[src/hw/rtl/windkessel_rcr_pressure_step_macros.svh]
// ---------------------------------------------------------------------------
// Windkessel pressure step: assertion macros
// Shared concurrent assertion forms, clocked and disabled during reset.
// ---------------------------------------------------------------------------
`ifndef WINDKESSEL_RCR_PRESSURE_STEP_MACROS_SVH
`define WINDKESSEL_RCR_PRESSURE_STEP_MACROS_SVH

// The consequent must hold in the same cycle as the antecedent.
`define WKP_ASSERT_SAME(label, clock, resetn, ante, cons, msg) \
    label: assert property (@(posedge clock) disable iff (!resetn) (ante) |-> (cons)) \
        else $error(msg);

// The consequent must hold in the cycle after the antecedent.
`define WKP_ASSERT_NEXT(label, clock, resetn, ante, cons, msg) \
    label: assert property (@(posedge clock) disable iff (!resetn) (ante) |=> (cons)) \
        else $error(msg);

`endif

[src/hw/rtl/wkp_pkg.sv]
// ---------------------------------------------------------------------------
// wkp_pkg
// Types, widths, register indexes and saturation helpers shared by the
// windkessel pressure step block.
// ---------------------------------------------------------------------------
package wkp_pkg;

    localparam int FRAC_BITS   = 16;
    localparam int VALUE_WIDTH = 32;
    localparam int FIELD_W     = 32;

    // Capacitor pressure width, capped so that it fits a 64-bit signed value.
    localparam int PC_W      = (VALUE_WIDTH + FRAC_BITS > 63) ? 63 : VALUE_WIDTH + FRAC_BITS;
    localparam int OUT_SAT_W = (VALUE_WIDTH < FIELD_W) ? VALUE_WIDTH : FIELD_W;
    localparam int QRP_W     = 2 * FIELD_W - FRAC_BITS + 1;
    localparam int WIDE_W    = 66;
    localparam int PROD_W    = 2 * FIELD_W;
    localparam int ACC_W     = 4 * FIELD_W;
    localparam int MAG_W     = 3 * FIELD_W;
    localparam int DEN_W     = PROD_W + 1;
    localparam int QUO_W     = PC_W - 1;
    localparam int CNT_W     = $clog2(QUO_W);

    localparam logic signed [WIDE_W-1:0] PC_MAX_WIDE =
        {{(WIDE_W - PC_W + 1){1'b0}}, {(PC_W - 1){1'b1}}};
    localparam logic signed [WIDE_W-1:0] PC_MIN_WIDE = ~PC_MAX_WIDE;
    localparam logic signed [WIDE_W-1:0] OUT_MAX_WIDE =
        {{(WIDE_W - OUT_SAT_W + 1){1'b0}}, {(OUT_SAT_W - 1){1'b1}}};
    localparam logic signed [WIDE_W-1:0] OUT_MIN_WIDE = ~OUT_MAX_WIDE;

    localparam int CFG_IDX_W = 3;
    localparam logic [CFG_IDX_W-1:0] REG_PROXIMAL_RESISTANCE = 3'd0;
    localparam logic [CFG_IDX_W-1:0] REG_CAPACITANCE         = 3'd1;
    localparam logic [CFG_IDX_W-1:0] REG_DISTAL_RESISTANCE   = 3'd2;
    localparam logic [CFG_IDX_W-1:0] REG_FLOW_RATE           = 3'd3;
    localparam logic [CFG_IDX_W-1:0] REG_INITIAL_PRESSURE    = 3'd4;

    localparam logic [FIELD_W-1:0] ONE_FIXED = FIELD_W'(1) << FRAC_BITS;

    typedef struct packed {
        logic [FIELD_W-1:0] sample_time;
        logic               first_sample;
    } in_word_t;

    typedef struct packed {
        logic signed [FIELD_W-1:0] pressure;
        logic                      time_not_advanced;
    } out_word_t;

    typedef struct packed {
        logic [FIELD_W-1:0]        proximal_resistance;
        logic [FIELD_W-1:0]        capacitance;
        logic [FIELD_W-1:0]        distal_resistance;
        logic signed [FIELD_W-1:0] flow_rate;
        logic signed [FIELD_W-1:0] initial_pressure;
    } cfg_t;

    typedef enum logic [2:0] {
        MUL_QRP   = 3'd0,
        MUL_PC_LO = 3'd1,
        MUL_PC_HI = 3'd2,
        MUL_QDT   = 3'd3,
        MUL_RDC   = 3'd4,
        MUL_M0    = 3'd5,
        MUL_M1    = 3'd6,
        MUL_M2    = 3'd7
    } mul_sel_t;

    typedef enum logic [1:0] {
        ACC_NONE = 2'd0,
        ACC_LOAD = 2'd1,
        ACC_ADD  = 2'd2
    } acc_op_t;

    typedef enum logic [1:0] {
        SH_0  = 2'd0,
        SH_32 = 2'd1,
        SH_64 = 2'd2
    } acc_shift_t;

    typedef enum logic [1:0] {
        SIGN_POS = 2'd0,
        SIGN_PC  = 2'd1,
        SIGN_Q   = 2'd2
    } sign_sel_t;

    typedef enum logic [1:0] {
        RES_NONE   = 2'd0,
        RES_INIT   = 2'd1,
        RES_HELD   = 2'd2,
        RES_REPORT = 2'd3
    } res_op_t;

    typedef struct packed {
        logic       latch_in;
        mul_sel_t   mul_sel;
        acc_op_t    acc_op;
        acc_shift_t acc_shift;
        sign_sel_t  sign_sel;
        logic       qrp_load;
        logic       den_load;
        logic       div_init;
        logic       div_step;
        logic       pc_load;
        res_op_t    res_op;
        logic       out_load;
    } cmd_t;

    typedef struct packed {
        logic first_eff;
        logic advanced;
        logic out_free;
    } status_t;

    function automatic logic signed [PC_W-1:0] sat_pc(input logic signed [WIDE_W-1:0] v);
        logic signed [PC_W-1:0] r;
        if (v > PC_MAX_WIDE)
            r = PC_W'(PC_MAX_WIDE);
        else if (v < PC_MIN_WIDE)
            r = PC_W'(PC_MIN_WIDE);
        else
            r = PC_W'(v);
        return r;
    endfunction

    function automatic logic signed [FIELD_W-1:0] sat_out(input logic signed [WIDE_W-1:0] v);
        logic signed [FIELD_W-1:0] r;
        if (v > OUT_MAX_WIDE)
            r = FIELD_W'(OUT_MAX_WIDE);
        else if (v < OUT_MIN_WIDE)
            r = FIELD_W'(OUT_MIN_WIDE);
        else
            r = FIELD_W'(v);
        return r;
    endfunction

endpackage

[src/hw/rtl/wkp_cfg_regs.sv]
// ---------------------------------------------------------------------------
// wkp_cfg_regs
// Configuration register file: resistances, compliance, flow and the
// starting pressure, written through a plain indexed write port.
// ---------------------------------------------------------------------------
module wkp_cfg_regs
    import wkp_pkg::*;
(
    input  logic                 clk,
    input  logic                 rst_n,
    input  logic                 cfg_we,
    input  logic [CFG_IDX_W-1:0] cfg_index,
    input  logic [FIELD_W-1:0]   cfg_data,
    output cfg_t                 cfg
);

    cfg_t cfg_reg;
    cfg_t cfg_next;

    always_comb
    begin
        cfg_next = cfg_reg;
        if (cfg_we)
        begin
            case (cfg_index)
                REG_PROXIMAL_RESISTANCE: cfg_next.proximal_resistance = cfg_data;
                REG_CAPACITANCE:         cfg_next.capacitance         = cfg_data;
                REG_DISTAL_RESISTANCE:   cfg_next.distal_resistance   = cfg_data;
                REG_FLOW_RATE:           cfg_next.flow_rate           = signed'(cfg_data);
                REG_INITIAL_PRESSURE:    cfg_next.initial_pressure    = signed'(cfg_data);
                default:                 cfg_next = cfg_reg;
            endcase
        end
    end

    always_ff @(posedge clk or negedge rst_n)
    begin
        if (!rst_n)
        begin
            cfg_reg.proximal_resistance <= ONE_FIXED;
            cfg_reg.capacitance         <= ONE_FIXED;
            cfg_reg.distal_resistance   <= ONE_FIXED;
            cfg_reg.flow_rate           <= '0;
            cfg_reg.initial_pressure    <= '0;
        end
        else
        begin
            cfg_reg <= cfg_next;
        end
    end

    assign cfg = cfg_reg;

endmodule

[config.mk]
export PLATFORM = sky130hd
export DESIGN_NAME = wkp_cfg_regs
export DESIGN_NICKNAME = d
export VERILOG_FILES = /design/src/hw/rtl/windkessel_rcr_pressure_step_macros.svh /design/src/hw/rtl/wkp_pkg.sv /design/src/hw/rtl/wkp_cfg_regs.sv
export SDC_FILE = /design/constraint.sdc
export NUM_CORES = 1
export LEC_CHECK = 0
export ABC_CLOCK_PERIOD_IN_PS = 1000
export BUFFER_PORTS_ARGS = -buffer_cell sky130_fd_sc_hd__buf_2
export CORE_MARGIN = 4
export CORE_UTILIZATION = 50
export DETAILED_ROUTE_END_ITERATION = 12
export PLACE_DENSITY_LB_ADDON = 0.25
export SYNTH_ARGS = -nofsm -noshare
export SYNTH_HDL_FRONTEND = slang
export SYNTH_SLANG_ARGS = --single-unit
[constraint.sdc]
create_clock -name clk -period 1 [get_ports clk]
set_clock_uncertainty 0.15 [all_clocks]
set_input_delay 0.1 -clock clk [delete_from_list [all_inputs] [get_ports clk]]
set_output_delay 0.1 -clock clk [all_outputs]
set_load 0.02 [all_outputs]
# ---- Word-level counts from Yosys, hierarchy flattened
# Cells that the tools add are included.
dict set report word_totals {
  reg_bits 160
  input_bits 38
  output_inout_bits 160
}
dict set report op_classes {
  eq_ne 4
  reduce_logical 6
}
# op count
set op_table {}
lappend op_table {{$reduce_and A2 Y1} 5}
lappend op_table {{$eq A3 B2 Y1 const B} 2}
lappend op_table {{$eq A3 B1 Y1 const B} 1}
lappend op_table {{$eq A3 B3 Y1 const B} 1}
lappend op_table {{$logic_not A3 Y1} 1}

# ---- Logic depth before layout (Yosys ltp)
dict set report logic_depth {
  word_depth 2
  mapped_depth 4
  depth_no_buf 2
}

# ---- Worst setup path before layout
# Ideal clock, no wire load.
dict set report synth_path {
  path_kind {input to register}
  start {in cfg_index[0]}
  end {reg cfg_reg, in the netlist cfg[128]}
  stages 3
  required_ns 0.725
  setup_time_ns 0.125
  t_arrival_ns 1.023
  setup_slack_ns -0.298
  path_cell_list {nor4b_4 buf_6 mux2_2}
}
dict set report synth_via {
  elab_chain_len 2
}
# element line_no
set synth_rtl {}
lappend synth_rtl {{from (decl)} wkp_cfg_regs.sv:12} ;# input logic [CFG_IDX_W-1:0] cfg_index,
lappend synth_rtl {{$logic_not A3 Y1} wkp_cfg_regs.sv:25} ;# case (cfg_index)
lappend synth_rtl {{$reduce_and A2 Y1 (no line)} -}
lappend synth_rtl {{to (signal assigned)} wkp_cfg_regs.sv:48} ;# cfg_reg <= cfg_next;
lappend synth_rtl {{to (decl)} wkp_cfg_regs.sv:17} ;# cfg_t cfg_reg;
# No other way between the ends.
# A chain may end at the register's enable or synchronous reset.

# ---- Final worst setup path
dict set report layout_path {
  start {reg cfg_reg, in the netlist cfg[144]}
  end {out cfg[144] in the netlist's numbering}
}
# element line_no
set layout_rtl {}
lappend layout_rtl {{to (decl)} wkp_cfg_regs.sv:14} ;# output cfg_t cfg
# No word-level cell between the ends.

==> key figures <==
Outcome
  • Outcome: finished with violations
  • Failing checks: setup timing

Finish
  • Final instance area: 11100 um^2
  • Layout cells sized above 1: 0.725
  • Commonest cells after routing, fill and taps aside: 231 x buf_6, 157 x dfrtp_1, 133 x mux2_4, 33 x dlygate4sd3_1, 32 x buf_2
  • Fin nets: 736
  • FILL cells: 228
  • Ant diodes: 0
  • Largest register FFs: 160
  • Area grow syn2layout: 83.9%
  • Most common cell after layout, fill and taps aside: buf_6
  • Final non-filler cell total: 853

Place
  • Routability cong.: 0.757
  • Dpl cells: 679
  • Placement Cell Area: 7570 um^2
  • Port Buffers: 197
  • Pre-CTS WS: -0.618 ns
  • DP Wirelength: 9.76 mm

GRT
  • Vias in the first global route: 5187
  • Initial antenna violation count: 0
  • Tot GR Track Use: 0.333
  • First-pass GRT wire length: 34.3 mm
  • Largest net degree at the start of global routing: 37
  • Total global routing overflow: 0

Timing
  • Final worst-path cycle share: 1.34
  • Final setup vio count: 309
  • Slew HR: 0.778
  • F_max: 744 MHz
  • Post-layout min period: 1.34 ns
  • Worst hold slack: 0.0109 ns
  • Setup ws final: -0.344 ns
  • Final Max Tran Viols: 0
  • Final hold violation count: 0
  • Slew at the pin closest to its max-slew limit: 0.333 ns
  • RSZ-0062 raised after global routing: yes

Critical path
  • CP startpoint kind: flop
  • Slowest CP cell: dfstp_2
  • Largest delay share family, worst path: flip-flops
  • Required @ worst endpoint: 0.75 ns
  • Critical Path Max Stage Delay: 0.55 ns
  • R2r startpoint: cfg[100]
  • Critical setup path kind: reg2out
  • Worst Path Buf+Inv: 1
  • Reg2Reg Setup Slack: -0.15 ns
  • CP max FO: 2
  • Kind of end point of the critical path: output port
  • Crit-path cells: buf_6
  • Critical path arrival: 1.09 ns
  • R2R depth: 2
  • RR Endpoint: cfg[100]

Routing
  • Routed Antenna Nets: 0
  • DRC violations left: 0
  • Routed len/inst: 32.1 um
  • Via count: 4986
  • Final wirelength: 27.4 mm
  • Via/cell ratio: 5.85
  • Detailed Route Iter0 Violations: 463
  • 1st-pass router iterations: 6

Power and ir drop
  • Worst vdd ir: 1.72 mV
  • Total design power: 26400 uW
  • Pwr dens: 2380 nW/um^2
  • P_leak: 0.00538 uW

Synthesis
  • Syn nets: 381
  • Post-Synthesis Cell Area: 6040 um^2
  • Mapped Cells: 343
  • Synth unique cells: 9
  • Synthesis-stage register bit count: 160
  • Register area share after synthesis: 0.664
  • Syn_area_per_cell: 17.6 um^2
  • Yosys warns: 0

Floorplanning
  • Starting density of the core: 0.520
  • Rows: 39
  • Core area: 11600 um^2
  • Die X: 118 um
  • Die height: 118 um
  • I/O pin count: 198
  • Die area: 13900 um^2

Clock tree
  • H-tree depth: 4
  • CTS Buf Count: 17
  • Clk sinks: 160
  • CTS tree: done
  • CTS Hold Bufs: 33
  • Clk slew on worst S/H paths: 0.06 ns
  • Clock buffer depth: 2
  • Worst skew pair latency: 0.43 ns
  • Root Buffer: clkbuf_16

Worst hold path
  • Hold crit path type: in2async

Run
  • Total of max-cap violations: 0
[stage by stage]
step / utilization / TNS (ns)
floorplan: - / -38.76
global placement: 0.652 / -79.23
detailed placement: 0.652 / -83.10
CTS: 0.909 / -40.41
global route: 0.956 / -54.03
finish: 0.956 / -48.77
[layer usage]
metal	part of all wire	global-route usage	vias to the layer above
li1	-	-	1934
met1	0.34	0.388	2552
met2	0.53	0.581	404
met3	0.084	0.0956	96
met4	0.048	0.129	0
met5	0	0	-
[power by group]
group | leakage, uW | total, uW | switching, uW | internal [uW]
registers | 0.00192 | 9460 | 1530 | 7930
logic | 0.00317 | 10200 | 4250 | 5940
clock network | 0.000290 | 6770 | 2700 | 4070
total | 0.00538 | 26400 | 8490 | 17900
[what timing repair did]
item,CTS,global route
pin swaps,4,4
cloned,11,1
setup endpoints to repair,319,320
gates resized for setup,404,111
endpoints found under the hold margin,320,21
buffers inserted,64,70
[cell usage after synthesis]
cell type	n	area [um^2]
nor4bb_1	3	30.0
mux2_1	12	135
nor4b_4	1	23.8
dfstp_2	3	78.8
mux2_2	148	1670
dfrtp_1	157	3930
buf_2	6	30.0
nand4b_1	1	8.76
buf_6	12	135
[cell type report]
| cell class | count | area, um^2 | share of cell area |
|---|---|---|---|
| clock inverters | 4 | 72.6 | 0.00654 |
| multi-input cells | 165 | 2410 | 0.217 |
| well taps | 143 | 179 | 0.0161 |
| clock buffers | 27 | 523 | 0.0471 |
| flip-flops and latches | 160 | 4010 | 0.361 |
| repair buffers | 354 | 3910 | 0.352 |
[how the worst max path moves through the flow]
stage	end	start	cells after the start	slack [ns]
finish	cfg[144]	cfg[144]	1	-0.34
global route	cfg[144]	cfg[144]	1	-0.37
floorplan	cfg[128]	cfg_index[0]	3	-0.30
detailed placement	cfg[116]	cfg_index[2]	4	-0.62
global placement	cfg[126]	cfg_index[2]	4	-0.57
CTS	cfg[112]	cfg[112]	1	-0.34
[kinds of logic after synthesis]
family                 Yosys count  synth area share
multiplexers                   160             0.298
flip-flops                     160             0.664
buffers and inverters           18            0.0274
AND/OR/NAND/NOR                  5            0.0104
No activity file was read; power rests on OpenSTA's default activity.
