$ cat src/hw/rtl/windkessel_rcr_pressure_step_macros.svh
// ---------------------------------------------------------------------------
// Windkessel pressure step: assertion macros
// Shared concurrent assertion forms, clocked and disabled during reset.
// ---------------------------------------------------------------------------
`ifndef WINDKESSEL_RCR_PRESSURE_STEP_MACROS_SVH
`define WINDKESSEL_RCR_PRESSURE_STEP_MACROS_SVH

// The consequent must hold in the same cycle as the antecedent.
`define WKP_ASSERT_SAME(label, clock, resetn, ante, cons, msg) \
    label: assert property (@(posedge clock) disable iff (!resetn) (ante) |-> (cons)) \
        else $error(msg);

// The consequent must hold in the cycle after the antecedent.
`define WKP_ASSERT_NEXT(label, clock, resetn, ante, cons, msg) \
    label: assert property (@(posedge clock) disable iff (!resetn) (ante) |=> (cons)) \
        else $error(msg);

`endif

$ cat src/hw/rtl/wkp_pkg.sv
// ---------------------------------------------------------------------------
// wkp_pkg
// Types, widths, register indexes and saturation helpers shared by the
// windkessel pressure step block.
// ---------------------------------------------------------------------------
package wkp_pkg;

    localparam int FRAC_BITS   = 16;
    localparam int VALUE_WIDTH = 32;
    localparam int FIELD_W     = 32;

    // Capacitor pressure width, capped so that it fits a 64-bit signed value.
    localparam int PC_W      = (VALUE_WIDTH + FRAC_BITS > 63) ? 63 : VALUE_WIDTH + FRAC_BITS;
    localparam int OUT_SAT_W = (VALUE_WIDTH < FIELD_W) ? VALUE_WIDTH : FIELD_W;
    localparam int QRP_W     = 2 * FIELD_W - FRAC_BITS + 1;
    localparam int WIDE_W    = 66;
    localparam int PROD_W    = 2 * FIELD_W;
    localparam int ACC_W     = 4 * FIELD_W;
    localparam int MAG_W     = 3 * FIELD_W;
    localparam int DEN_W     = PROD_W + 1;
    localparam int QUO_W     = PC_W - 1;
    localparam int CNT_W     = $clog2(QUO_W);

    localparam logic signed [WIDE_W-1:0] PC_MAX_WIDE =
        {{(WIDE_W - PC_W + 1){1'b0}}, {(PC_W - 1){1'b1}}};
    localparam logic signed [WIDE_W-1:0] PC_MIN_WIDE = ~PC_MAX_WIDE;
    localparam logic signed [WIDE_W-1:0] OUT_MAX_WIDE =
        {{(WIDE_W - OUT_SAT_W + 1){1'b0}}, {(OUT_SAT_W - 1){1'b1}}};
    localparam logic signed [WIDE_W-1:0] OUT_MIN_WIDE = ~OUT_MAX_WIDE;

    localparam int CFG_IDX_W = 3;
    localparam logic [CFG_IDX_W-1:0] REG_PROXIMAL_RESISTANCE = 3'd0;
    localparam logic [CFG_IDX_W-1:0] REG_CAPACITANCE         = 3'd1;
    localparam logic [CFG_IDX_W-1:0] REG_DISTAL_RESISTANCE   = 3'd2;
    localparam logic [CFG_IDX_W-1:0] REG_FLOW_RATE           = 3'd3;
    localparam logic [CFG_IDX_W-1:0] REG_INITIAL_PRESSURE    = 3'd4;

    localparam logic [FIELD_W-1:0] ONE_FIXED = FIELD_W'(1) << FRAC_BITS;

    typedef struct packed {
        logic [FIELD_W-1:0] sample_time;
        logic               first_sample;
    } in_word_t;

    typedef struct packed {
        logic signed [FIELD_W-1:0] pressure;
        logic                      time_not_advanced;
    } out_word_t;

    typedef struct packed {
        logic [FIELD_W-1:0]        proximal_resistance;
        logic [FIELD_W-1:0]        capacitance;
        logic [FIELD_W-1:0]        distal_resistance;
        logic signed [FIELD_W-1:0] flow_rate;
        logic signed [FIELD_W-1:0] initial_pressure;
    } cfg_t;

    typedef enum logic [2:0] {
        MUL_QRP   = 3'd0,
        MUL_PC_LO = 3'd1,
        MUL_PC_HI = 3'd2,
        MUL_QDT   = 3'd3,
        MUL_RDC   = 3'd4,
        MUL_M0    = 3'd5,
        MUL_M1    = 3'd6,
        MUL_M2    = 3'd7
    } mul_sel_t;

    typedef enum logic [1:0] {
        ACC_NONE = 2'd0,
        ACC_LOAD = 2'd1,
        ACC_ADD  = 2'd2
    } acc_op_t;

    typedef enum logic [1:0] {
        SH_0  = 2'd0,
        SH_32 = 2'd1,
        SH_64 = 2'd2
    } acc_shift_t;

    typedef enum logic [1:0] {
        SIGN_POS = 2'd0,
        SIGN_PC  = 2'd1,
        SIGN_Q   = 2'd2
    } sign_sel_t;

    typedef enum logic [1:0] {
        RES_NONE   = 2'd0,
        RES_INIT   = 2'd1,
        RES_HELD   = 2'd2,
        RES_REPORT = 2'd3
    } res_op_t;

    typedef struct packed {
        logic       latch_in;
        mul_sel_t   mul_sel;
        acc_op_t    acc_op;
        acc_shift_t acc_shift;
        sign_sel_t  sign_sel;
        logic       qrp_load;
        logic       den_load;
        logic       div_init;
        logic       div_step;
        logic       pc_load;
        res_op_t    res_op;
        logic       out_load;
    } cmd_t;

    typedef struct packed {
        logic first_eff;
        logic advanced;
        logic out_free;
    } status_t;

    function automatic logic signed [PC_W-1:0] sat_pc(input logic signed [WIDE_W-1:0] v);
        logic signed [PC_W-1:0] r;
        if (v > PC_MAX_WIDE)
            r = PC_W'(PC_MAX_WIDE);
        else if (v < PC_MIN_WIDE)
            r = PC_W'(PC_MIN_WIDE);
        else
            r = PC_W'(v);
        return r;
    endfunction

    function automatic logic signed [FIELD_W-1:0] sat_out(input logic signed [WIDE_W-1:0] v);
        logic signed [FIELD_W-1:0] r;
        if (v > OUT_MAX_WIDE)
            r = FIELD_W'(OUT_MAX_WIDE);
        else if (v < OUT_MIN_WIDE)
            r = FIELD_W'(OUT_MIN_WIDE);
        else
            r = FIELD_W'(v);
        return r;
    endfunction

endpackage

$ cat src/hw/rtl/wkp_ctrl.sv
// ---------------------------------------------------------------------------
// wkp_ctrl
// Sequencer for one sample: flow term, series start or hold, the backward
// Euler numerator and denominator, the serial division and the report.
// ---------------------------------------------------------------------------
module wkp_ctrl
    import wkp_pkg::*;
(
    input  logic    clk,
    input  logic    rst_n,
    input  logic    in_valid,
    output logic    in_stall,
    input  status_t status,
    output cmd_t    cmd
);

    typedef enum logic [16:0] {
        ST_IDLE = 17'h00001,
        ST_QRP  = 17'h00002,
        ST_INIT = 17'h00004,
        ST_HOLD = 17'h00008,
        ST_M1   = 17'h00010,
        ST_M2   = 17'h00020,
        ST_M3   = 17'h00040,
        ST_M4   = 17'h00080,
        ST_M5   = 17'h00100,
        ST_M6   = 17'h00200,
        ST_M7   = 17'h00400,
        ST_M8   = 17'h00800,
        ST_DIVI = 17'h01000,
        ST_DIV  = 17'h02000,
        ST_PCL  = 17'h04000,
        ST_REP  = 17'h08000,
        ST_OUT  = 17'h10000
    } state_t;

    state_t           state_reg, state_next;
    logic [CNT_W-1:0] cnt_reg, cnt_next;

    always_comb
    begin
        state_next = state_reg;
        cnt_next   = cnt_reg;
        cmd        = '0;
        case (state_reg)
            ST_IDLE:
            begin
                cmd.mul_sel = MUL_QRP;
                if (in_valid)
                begin
                    cmd.latch_in = 1'b1;
                    state_next   = ST_QRP;
                end
            end
            ST_QRP:
            begin
                cmd.qrp_load = 1'b1;
                cmd.mul_sel  = MUL_PC_LO;
                if (status.first_eff)
                    state_next = ST_INIT;
                else if (!status.advanced)
                    state_next = ST_HOLD;
                else
                    state_next = ST_M1;
            end
            ST_INIT:
            begin
                cmd.res_op = RES_INIT;
                state_next = ST_OUT;
            end
            ST_HOLD:
            begin
                cmd.res_op = RES_HELD;
                state_next = ST_OUT;
            end
            ST_M1:
            begin
                cmd.acc_op    = ACC_LOAD;
                cmd.acc_shift = SH_0;
                cmd.sign_sel  = SIGN_PC;
                cmd.mul_sel   = MUL_PC_HI;
                state_next    = ST_M2;
            end
            ST_M2:
            begin
                cmd.acc_op    = ACC_ADD;
                cmd.acc_shift = SH_32;
                cmd.sign_sel  = SIGN_PC;
                cmd.mul_sel   = MUL_QDT;
                state_next    = ST_M3;
            end
            ST_M3:
            begin
                cmd.acc_op    = ACC_ADD;
                cmd.acc_shift = SH_0;
                cmd.sign_sel  = SIGN_Q;
                cmd.mul_sel   = MUL_RDC;
                state_next    = ST_M4;
            end
            ST_M4:
            begin
                // Denominator from Rd*C plus the time step, and the magnitude of the summed numerator term.
                cmd.den_load = 1'b1;
                state_next   = ST_M5;
            end
            ST_M5:
            begin
                cmd.mul_sel = MUL_M0;
                state_next  = ST_M6;
            end
            ST_M6:
            begin
                cmd.acc_op    = ACC_LOAD;
                cmd.acc_shift = SH_0;
                cmd.mul_sel   = MUL_M1;
                state_next    = ST_M7;
            end
            ST_M7:
            begin
                cmd.acc_op    = ACC_ADD;
                cmd.acc_shift = SH_32;
                cmd.mul_sel   = MUL_M2;
                state_next    = ST_M8;
            end
            ST_M8:
            begin
                cmd.acc_op    = ACC_ADD;
                cmd.acc_shift = SH_64;
                state_next    = ST_DIVI;
            end
            ST_DIVI:
            begin
                cmd.div_init = 1'b1;
                cnt_next     = '0;
                state_next   = ST_DIV;
            end
            ST_DIV:
            begin
                cmd.div_step = 1'b1;
                if (cnt_reg == CNT_W'(QUO_W - 1))
                    state_next = ST_PCL;
                else
                    cnt_next = cnt_reg + CNT_W'(1);
            end
            ST_PCL:
            begin
                cmd.pc_load = 1'b1;
                state_next  = ST_REP;
            end
            ST_REP:
            begin
                cmd.res_op = RES_REPORT;
                state_next = ST_OUT;
            end
            ST_OUT:
            begin
                if (status.out_free)
                begin
                    cmd.out_load = 1'b1;
                    state_next   = ST_IDLE;
                end
            end
            default:
            begin
                state_next = ST_IDLE;
            end
        endcase
    end

    always_ff @(posedge clk or negedge rst_n)
    begin
        if (!rst_n)
        begin
            state_reg <= ST_IDLE;
            cnt_reg   <= '0;
        end
        else
        begin
            state_reg <= state_next;
            cnt_reg   <= cnt_next;
        end
    end

    assign in_stall = (state_reg != ST_IDLE);

endmodule

$ cat config.mk
export PLATFORM = sky130hd
export DESIGN_NAME = wkp_ctrl
export DESIGN_NICKNAME = d
export VERILOG_FILES = /design/src/hw/rtl/windkessel_rcr_pressure_step_macros.svh /design/src/hw/rtl/wkp_pkg.sv /design/src/hw/rtl/wkp_ctrl.sv
export SDC_FILE = /design/constraint.sdc
export NUM_CORES = 1
export LEC_CHECK = 0
export ABC_CLOCK_PERIOD_IN_PS = 2300
export BUFFER_PORTS_ARGS = -buffer_cell sky130_fd_sc_hd__buf_4
export CORE_MARGIN = 1.5
export CORE_UTILIZATION = 55
export DETAILED_ROUTE_END_ITERATION = 8
export PLACE_DENSITY = 0.79
export SLEW_MARGIN = 15
export SYNTH_ARGS = -nofsm -noshare
export SYNTH_HDL_FRONTEND = slang
export SYNTH_SLANG_ARGS = --single-unit
$ cat constraint.sdc
create_clock -name clk -period 2.3 [get_ports clk]
set_input_delay 0.23 -clock clk [delete_from_list [all_inputs] [get_ports clk]]
set_output_delay 0.23 -clock clk [all_outputs]
set_load 0.02 [all_outputs]
# == Word-level counts from Yosys, hierarchy flattened ==
# Index checks and enable logic that the tools add are counted.
# op_classes
addsub,1
eq_ne,23
muxes,21
n_reduce_logical,7
# ops
cell,n
$pmux W17 S15,1
$mux W17,4
$pmux W3 S7,1
$eq A17 B1 Y1 const B,1
$eq A17 B10 Y1 const B,1
$eq A17 B11 Y1 const B,1
$eq A17 B12 Y1 const B,1
$eq A17 B13 Y1 const B,1
$eq A17 B14 Y1 const B,1
$eq A17 B15 Y1 const B,1
$eq A17 B16 Y1 const B,1
$eq A17 B17 Y1 const B,1
$eq A17 B2 Y1 const B,1
$eq A17 B3 Y1 const B,1
$eq A17 B4 Y1 const B,1
$eq A17 B5 Y1 const B,1
$eq A17 B6 Y1 const B,1
$eq A17 B7 Y1 const B,1
$eq A17 B8 Y1 const B,1
$eq A17 B9 Y1 const B,1
$ne A17 B1 Y1 const B,1
$pmux W4 S4,1
$pmux W6 S2,1
$mux W1,9
other kinds (12),17
# totals
reg_bits,23
in_bits,6
output_inout_bits,19
elab_cells,54

# == Depth between registers and ports, before layout ==
# Gate-level depths: netlist (run 1).
# depth
ltp_word,3
mapped_depth,7

# == Worst setup path before layout (run 1) ==
# OpenSTA, ideal clock, no wires.
# synth_timing
path_kind,register -> output
startpoint,register state_reg[2]
endpoint,output port cmd[16] (netlist bit)
arrival_ns,1.920
required_ns,2.070
slack_ns,0.150
path_stages_with_launch,6
path_buffers,0
cell_sequence,dfrtp_1 -> nor4_4 -> nand4_1 -> or2_1 -> nor3b_2 -> or3_1
# synth_lines
item,line_no,source
from (decl),wkp_ctrl.sv:37,"state_t state_reg, state_next;"
from (signal assigned),wkp_ctrl.sv:179,state_reg <= state_next;
to (decl),wkp_ctrl.sv:14,output cmd_t cmd

==> impl_metrics.sql, run 1 <==
INSERT INTO impl_metrics (metric_group, metric, value, unit) VALUES
('run_status', 'failing_checks', 'setup timing', ''),
('setup_path', 'critPathLaunchType', 'flop', ''),
('cells_and_area', 'multi_input_comb_area', '855', 'µm²'),
('run_status', 'run_status', 'finished with violations', ''),
('power', 'p_per_area', '708', 'nW/µm²'),
('placement', 'placed_cells_incl_taps', '206', ''),
('drt', 'drt_iter0_markers', '44', ''),
('cts', 'worstSkewPairLatency', '0.34', 'ns'),
('cells_and_area', 'fillers', '160', ''),
('sta', 'worst-slew-pin-transition', '0.503', 'ns'),
('global_routing', 'initial_antenna_violation_count', '0', ''),
('sta', 'grt_setup_unrepaired', 'yes', ''),
('synthesis', 'avgSynthCellArea', '9.19', 'µm²'),
('worst_hold_path', 'classification_of_the_worst_slack_hold_path', 'input pin to flop', ''),
('power', 'total_power', '1.33', 'mW'),
('drt', 'routed_wirelength', '3.71', 'mm'),
('global_routing', 'first_global_vias', '1118', ''),
('sta', 'finalHoldViolCount', '0', ''),
('sta', 'period_share', '105', '%'),
('cells_and_area', 'largest_register_ff_count', '17', ''),
('setup_path', 'cp_max_delay_cell', 'sky130_fd_sc_hd__or4b_4', ''),
('cells_and_area', 'ff_latch_area', '584', 'µm²'),
('synthesis', 'yosys.cell_types.count', '39', ''),
('setup_path', 'timing.critical_path.cells', 'nor4_4 > nand4_1 > or4b_4 > nand3_1 > buf_6', ''),
('floorplanning', 'initial_core_utilization', '57.5', '%'),
('drt', 'drc_viols', '0', ''),
('sta', 'final_critical_path_setup_slack', '-0.123', 'ns'),
('floorplanning', 'num_rows', '18', ''),
('power', 'power_switching_share', '41.0', '%'),
('cells_and_area', 'antenna_cells_inserted', '0', ''),
('power', 'leakagePower', '0.917', 'nW'),
('setup_path', 'critical_path.max_stage_delay', '0.55', 'ns'),
('synthesis', 'synthesis.nets', '160', ''),
('synthesis', 'synth.top_cells.by_area', 'sky130_fd_sc_hd__dfrtp_1 39%, sky130_fd_sc_hd__nor2_1 4.8%, sky130_fd_sc_hd__xor2_1 3.8%, sky130_fd_sc_hd__nand4_1 3.6%, sky130_fd_sc_hd__nor3_1 3.6%', ''),
('cts', 'cts.clk_slew.worst_paths', '0.13', 'ns'),
('drt', 'viasPerCell', '6.04', ''),
('drt', 'avgRoutedWirePerCell', '16.7', 'µm'),
('synthesis', 'synth_enable_flop_cells', '0', ''),
('sta', 'time_the_final_worst_path_needs_with_i_o_delays_and_setup', '2.42', 'ns'),
('floorplanning', 'io-pin-count', '25', ''),
('power', 'power_switching', '544', 'µW'),
('sta', 'setup_violations', '8', ''),
('setup_path', 'critPathKind', 'flop to output port', ''),
('power', 'pwr-share-clk', '15.6', '%'),
('cells_and_area', 'layout.cells.non_filler', '222', ''),
('drt', 'detail-route-antenna-nets', '0', ''),
('cts', 'clockBufferDepth', '2', ''),
('setup_path', 'timing.critical_path.required', '2.07', 'ns'),
('synthesis', 'synth-seq-cells', '23', ''),
('power', 'ir_drop', '0.000835', 'V'),
('global_routing', 'grt_pass1_wl', '5.32', 'mm'),
('power', 'seq_power_share', '36.1', '%'),
('setup_path', 'critPathArrivalTime', '2.19', 'ns'),
('placement', 'place.detailed.hpwl', '2.35', 'mm'),
('setup_path', 'crit_fanout', '5', ''),
('floorplanning', 'die_height', '53.4', 'µm'),
('synthesis', 'yosysTopAreaCellShare', '39.4', '%'),
('power', 'p_int', '783', 'µW'),
('synthesis', 'postSynth.asyncResetShare', '100', '%'),
('placement', 'gp_routability_congestion', '0.904', ''),
('floorplanning', 'die-area', '2850', 'µm²'),
('cells_and_area', 'layout-drive-gt1-share', '36.5', '%'),
('sta', 'finClkSkew', '0.00253', 'ns'),
('cts', 'cts-htree-levels', '1', ''),
('synthesis', 'synth.cell_area', '1400', 'µm²'),
('cts', 'clkSinkCount', '23', ''),
('power', 'combPwrFrac', '48.3', '%'),
('job', 'cap_viol_max_count', '0', ''),
('cells_and_area', 'layout_nets', '201', ''),
('global_routing', 'grt_max_degree', '24', ''),
('synthesis', 'main_synth_ff_type', 'sky130_fd_sc_hd__dfrtp_1', '');
kinds of logic (layout without fill, tap and decap cells):
| group | after synthesis | after routing | synth area share (%) |
|---|---|---|---|
| AOI/OAI and AO/OA | 12 | 12 | 5.46 |
| xor gates and xnor gates | 11 | 11 | 6.89 |
| adders and majority gates | 2 | 2 | 1.79 |
| buffers and inverters | 14 | 54 | 4.21 |
| DFF | 23 | 23 | 41.3 |
| muxes | 1 | 1 | 0.716 |
| and+or+nand+nor | 89 | 89 | 39.7 |
worst paths after layout:
kind | end | slack, ns | from | cells past startpoint
worst max-delay path | cmd[15] | -0.12 | state_reg[2]$_DFFE_PN0P_ | 5
worst min-delay path | state_reg[3]$_DFFE_PN0P_ | 0.04 | status[2] | 2
worst max register to register | cnt_reg[1]$_DFFE_PN0P_ | 0.29 | state_reg[2]$_DFFE_PN0P_ | 6
worst min register to register | cnt_reg[0]$_DFFE_PN0P_ | 0.54 | cnt_reg[0]$_DFFE_PN0P_ | 1
max in group asynchronous | state_reg[0]$_DFFE_PN1P_ | 1.73 | rst_n | 2
min in group asynchronous | cnt_reg[3]$_DFFE_PN0P_ | 0.29 | rst_n | 2
synth_stat cells, drive strengths merged (2+ instances only):
library cell,n
buf,4
and2,2
nor2,18
ha,2
nor3,11
nand4,8
and3,2
and4,4
nor4,6
o22ai,3
o21ai,5
nor3b,7
dfrtp,22
nand2,10
xor2,6
o32ai,2
nand3,8
nand2b,4
xnor2,5
inv,9
through the flow:
stage | hold WS, ns | worst slack (ns) | cell area (µm²) | utilization (%) | TNS, ns
6_report | 0.0352 | -0.123 | 1870 | 77.0 | -0.624
4_1_cts | 0.0301 | -0.0782 | 1790 | 73.7 | -0.291
5_1_grt | 0.0144 | -0.298 | 1870 | 77.0 | -2.07
3_3_place_gp | 0.135 | 0.198 | 1630 | 66.9 | 0
2_1_floorplan | -0.0656 | 0.150 | 1400 | - | 0
3_5_place_dp | 0.139 | 0.154 | 1630 | 66.9 | 0
final cells by class:
class,count,share of cell area (%)
Inverter,9,1.80
Clock inverter,1,0.401
Multi-Input combinational cell,115,45.6
Timing Repair Buffer,41,17.8
Sequential cell,23,31.2
Tap cell,30,2.00
Clock buffer,3,1.20
power groups by stage:
stage	Clock, mW	Combinational, mW	Sequential, mW
floorplan	0	0.338	0.472
global placement	0	0.440	0.494
detailed placement	0	0.450	0.494
CTS	0.208	0.551	0.476
global route	0.229	0.696	0.482
finish	0.207	0.641	0.479
routing by layer:
layer | part of all wire, % | routed length, µm | vias to the layer above | track usage (%)
li1 | - | - | 630 | -
met1 | 40 | 1480 | 645 | 35.5
met2 | 51 | 1900 | 58 | 42.6
met3 | 7.1 | 265 | 7 | 5.08
met4 | 1.7 | 64 | 0 | 10.3
met5 | 0 | 0 | - | 0
repair_timing:
item	in CTS	in global routing
pin swaps	9	7
setup buffers	7	4
hold buffers	1	0
resized for setup	17	12
hold endpoints to repair	22	0
setup endpoints to repair	9	16
worst max-delay path: cells and delay by family, from the launching register on:
family                 cells  cell delay, ns
buffers and inverters      1            0.12
DFF                        1            0.45
and+or+nand+nor            4            1.28
cell usage in the layout (no fill, tap or decap), types with 3 or more instances in the layout:
cell                       Yosys  routed
sky130_fd_sc_hd__nor2_1       18      16
sky130_fd_sc_hd__and4_1        4       3
sky130_fd_sc_hd__clkbuf_4      0       3
sky130_fd_sc_hd__dfrtp_1      22      16
sky130_fd_sc_hd__nor3b_1       5       4
sky130_fd_sc_hd__xor2_1        6       6
sky130_fd_sc_hd__nor3_1       10       8
sky130_fd_sc_hd__dfrtp_2       0       6
sky130_fd_sc_hd__xnor2_1       5       5
sky130_fd_sc_hd__nand4_1       8       8
sky130_fd_sc_hd__o21ai_0       4       4
sky130_fd_sc_hd__nand3_1       8       6
sky130_fd_sc_hd__nor4_4        1       4
sky130_fd_sc_hd__buf_4         0      34
sky130_fd_sc_hd__inv_1         9       9
sky130_fd_sc_hd__nand2b_1      4       4
sky130_fd_sc_hd__nand2_1      10      10
sky130_fd_sc_hd__nor3b_2       2       3
sky130_fd_sc_hd__buf_6         0       6
Note: power is estimated with default switching activity, not from simulation.
==> inputs of run 2 (changes only) <==
--- a/config.mk
+++ b/config.mk
@@ -7,10 +7,11 @@
 export LEC_CHECK = 0
 export ABC_CLOCK_PERIOD_IN_PS = 2300
 export BUFFER_PORTS_ARGS = -buffer_cell sky130_fd_sc_hd__buf_4
+export CORE_ASPECT_RATIO = 0.6
 export CORE_MARGIN = 1.5
-export CORE_UTILIZATION = 55
+export CORE_UTILIZATION = 35
 export DETAILED_ROUTE_END_ITERATION = 8
-export PLACE_DENSITY = 0.79
+export SETUP_SLACK_MARGIN = 0.4
 export SLEW_MARGIN = 15
 export SYNTH_ARGS = -nofsm -noshare
 export SYNTH_HDL_FRONTEND = slang
==> run 2 against run 1 <==
  * The flow still finishes with violations (setup timing)
  * Sequential share of layout area is 5.7 points lower
  * Power is 28% higher
  * Flip-flop and latch count unchanged
  * Cell count is 19% higher
  * Non-clock buffer count up 26
  * Clock skew up 0.0011 ns
  * Global-route usage fell by 5.2 points
  * Fmax grew 3.5%
  * Routed wire length is 23% higher
  * Critical path type unchanged
==> impl_metrics.sql, run 2 (synthesis results as in run 1) <==
INSERT INTO impl_metrics (metric_group, metric, value, unit) VALUES
('run_status', 'run_status', 'finished with violations', ''),
('run_status', 'failing_checks', 'setup timing', ''),
('floorplanning', 'die-width', '84.6', 'µm'),
('power', 'power_switching', '663', 'µW'),
('sta', 'slew_headroom', '70.8', '%'),
('floorplanning', 'initial_core_utilization', '37.3', '%'),
('setup_path', 'cp-startpoint', 'state_reg[8]$_DFFE_PN0P_', ''),
('setup_path', 'timing.critical_path.cells', 'nor4_4 > nand4_1 > or4b_4 > nand2b_4 > buf_6', ''),
('setup_path', 'worst-path-stages', '5', ''),
('cells_and_area', 'layout-drive-gt1-share', '56.0', '%'),
('setup_path', 'r2r-start', 'state_reg[0]$_DFFE_PN1P_', ''),
('power', 'ir_drop', '0.000589', 'V'),
('setup_path', 'cp_max_delay_cell', 'sky130_fd_sc_hd__or4b_4', ''),
('power', 'power_switching_share', '39.1', '%'),
('sta', 'worst_hold_margin', '0.112', 'ns'),
('cts', 'clockBufferDepth', '2', ''),
('cts', 'clockRootBuffer', 'sky130_fd_sc_hd__clkbuf_8', ''),
('setup_path', 'crit_fanout', '7', ''),
('job', 'cap_viol_max_count', '0', ''),
('cts', 'clkSinkCount', '23', ''),
('sta', 'period_share', '102', '%'),
('global_routing', 'first_global_vias', '1443', ''),
('sta', 'finalHoldViolCount', '0', ''),
('cells_and_area', 'areaGrowthSynthToFinish', '65.2', '%'),
('power', 'leakagePower', '1.09', 'nW'),
('floorplanning', 'die-area', '4390', 'µm²'),
('drt', 'vias', '1466', ''),
('cells_and_area', 'layout.cells.non_filler', '265', ''),
('power', 'p_per_area', '735', 'nW/µm²'),
('cts', 'worstSkewPairLatency', '0.27', 'ns'),
('floorplanning', 'num_rows', '17', ''),
('cts', 'cts.clk_slew.worst_paths', '0.08', 'ns'),
('sta', 'final_max_slew_viol_count', '0', ''),
('drt', 'firstDrtPassIters', '4', ''),
('setup_path', 'critPathArrivalTime', '2.11', 'ns'),
('setup_path', 'critical_path.max_stage_delay', '0.65', 'ns'),
('sta', 'totalNegativeSetupSlack', '-0.0970', 'ns'),
('drt', 'drc_viols', '0', ''),
('power', 'total_power', '1.70', 'mW'),
('drt', 'detail-route-antenna-nets', '0', ''),
('sta', 'setup_violations', '3', ''),
('cts', 'cts_tree', 'done', ''),
('global_routing', 'globalRouteTotalUtil', '21.5', '%'),
('drt', 'viasPerCell', '5.53', ''),
('cts', 'cts-htree-levels', '1', ''),
('cells_and_area', 'multi_input_comb_area', '1000', 'µm²'),
('placement', 'place.detailed.hpwl', '2.69', 'mm'),
('setup_path', 'worst-path-buf-inv', '1', ''),
('setup_path', 'timing.critical_path.required', '2.07', 'ns'),
('cells_and_area', 'layout_nets', '227', ''),
('cells_and_area', 'fillers', '299', ''),
('setup_path', 'logic_depth_of_the_worst_register_to_register_path', '8', ''),
('cells_and_area', 'mostFrequentLayoutCell', 'sky130_fd_sc_hd__buf_4', ''),
('floorplanning', 'core_area', '3740', 'µm²'),
('cells_and_area', 'antenna_cells_inserted', '0', ''),
('power', 'combPwrFrac', '56.5', '%'),
('setup_path', 'cp-endpoint', 'cmd[8]', ''),
('setup_path', 'critPathLaunchType', 'flop', ''),
('cells_and_area', 'ff_latch_area', '589', 'µm²'),
('setup_path', 'critPathKind', 'flop to output port', ''),
('placement', 'gp_routability_congestion', '0.809', ''),
('power', 'seq_power_share', '28.4', '%'),
('cells_and_area', 'largest_register_ff_count', '17', ''),
('sta', 'grt_setup_unrepaired', 'yes', ''),
('setup_path', 'r2r-end', 'state_reg[0]$_DFFE_PN1P_', ''),
('sta', 'finClkSkew', '0.00363', 'ns'),
('power', 'pwr-share-clk', '15.1', '%'),
('setup_path', 'crit_family', 'simple AND/OR/NAND/NOR gates', ''),
('global_routing', 'initial_antenna_violation_count', '0', ''),
('global_routing', 'grt_max_degree', '24', ''),
('drt', 'avgRoutedWirePerCell', '17.3', 'µm'),
('floorplanning', 'die_height', '51.9', 'µm'),
('drt', 'routed_wirelength', '4.58', 'mm'),
('sta', 'max_clock_freq', '0.427', 'GHz'),
('setup_path', 'timing.critical_path.to_type', 'output port', ''),
('cts', 'cts_inserted_buffers', '3', ''),
('floorplanning', 'io-pin-count', '25', ''),
('sta', 'final_critical_path_setup_slack', '-0.0405', 'ns'),
('global_routing', 'grt_pass1_wl', '7.20', 'mm'),
('drt', 'drt_iter0_markers', '128', ''),
('placement', 'placed_cells_incl_taps', '227', ''),
('power', 'p_int', '1.03', 'mW'),
('worst_hold_path', 'classification_of_the_worst_slack_hold_path', 'input pin to flop', ''),
('placement', 'pre_cts_slack', '0.126', 'ns'),
('setup_path', 'worst-r2r-setup-slack', '0.20', 'ns'),
('sta', 'time_the_final_worst_path_needs_with_i_o_delays_and_setup', '2.34', 'ns'),
('global_routing', 'overflow', '0', ''),
('placement', 'place.port_buffers', '24', ''),
('cells_and_area', 'most-common-layout-cells', '47 x sky130_fd_sc_hd__buf_4, 19 x sky130_fd_sc_hd__buf_6, 12 x sky130_fd_sc_hd__nor2_1, 12 x sky130_fd_sc_hd__dfrtp_1, 10 x sky130_fd_sc_hd__dfrtp_2', ''),
('sta', 'worst-slew-pin-transition', '0.435', 'ns');
==> run 2: cell types whose count changed in the layout (fill, tap and decap cells not counted), moves of 4 or more <==
cell                      previous run  this run
sky130_fd_sc_hd__dfrtp_2             6        10
sky130_fd_sc_hd__buf_6               6        19
sky130_fd_sc_hd__nand2_1            10         5
sky130_fd_sc_hd__dfrtp_1            16        12
sky130_fd_sc_hd__nor2_1             16        12
sky130_fd_sc_hd__buf_4              34        47
==> run 2: worst min path at each step <==
stage	from	to	cells past startpoint
4_1_cts	status[1]	state_reg[3]$_DFFE_PN0P_	2
5_1_grt	status[2]	state_reg[3]$_DFFE_PN0P_	2
2_1_floorplan	rst_n	cnt_reg[0]$_DFFE_PN0P_	0
3_5_place_dp	rst_n	state_reg[3]$_DFFE_PN0P_	1
6_report	status[1]	state_reg[3]$_DFFE_PN0P_	2
3_3_place_gp	rst_n	state_reg[4]$_DFFE_PN0P_	1
==> run 2: cell type report <==
cell class              count  share of cell area (%)
clock buffers               4                    1.95
inverters                   9                    1.46
multi-input cells         115                    43.5
flip-flops and latches     23                    25.5
well taps                  47                    2.55
repair buffers             67                    25.0
==> run 2: stage by stage <==
stage | instance area, µm² | util (%)
after detailed placement | 1750 | 46.8
after global placement | 1750 | 46.8
after floorplan | 1470 | -
after CTS | 2120 | 56.6
final | 2310 | 61.7
after global routing | 2310 | 61.7
==> run 2: what timing repair did <==
action                     in CTS  in global routing
pin swaps                      23                 13
setup endpoints to repair      23                 24
hold endpoints to repair       22                  0
buffers inserted               15                 18
gates resized for setup        53                 14
hold buffers                    1                  0
==> run 2: power groups by stage <==
stage | clock [mW] | sequential, mW | combinational, mW
2_1_floorplan | 0 | 0.475 | 0.367
3_3_place_gp | 0 | 0.493 | 0.516
3_5_place_dp | 0 | 0.495 | 0.517
4_1_cts | 0.264 | 0.478 | 0.777
5_1_grt | 0.286 | 0.484 | 1.03
6_report | 0.257 | 0.481 | 0.959
==> run 2: metal layers <==
metal	global-route usage (%)	share of wire, %	vias up
met4	7.53	2.3	0
met5	0	0	-
li1	-	-	683
met2	34.4	47	60
met1	29.2	44	711
met3	4.60	7.5	12
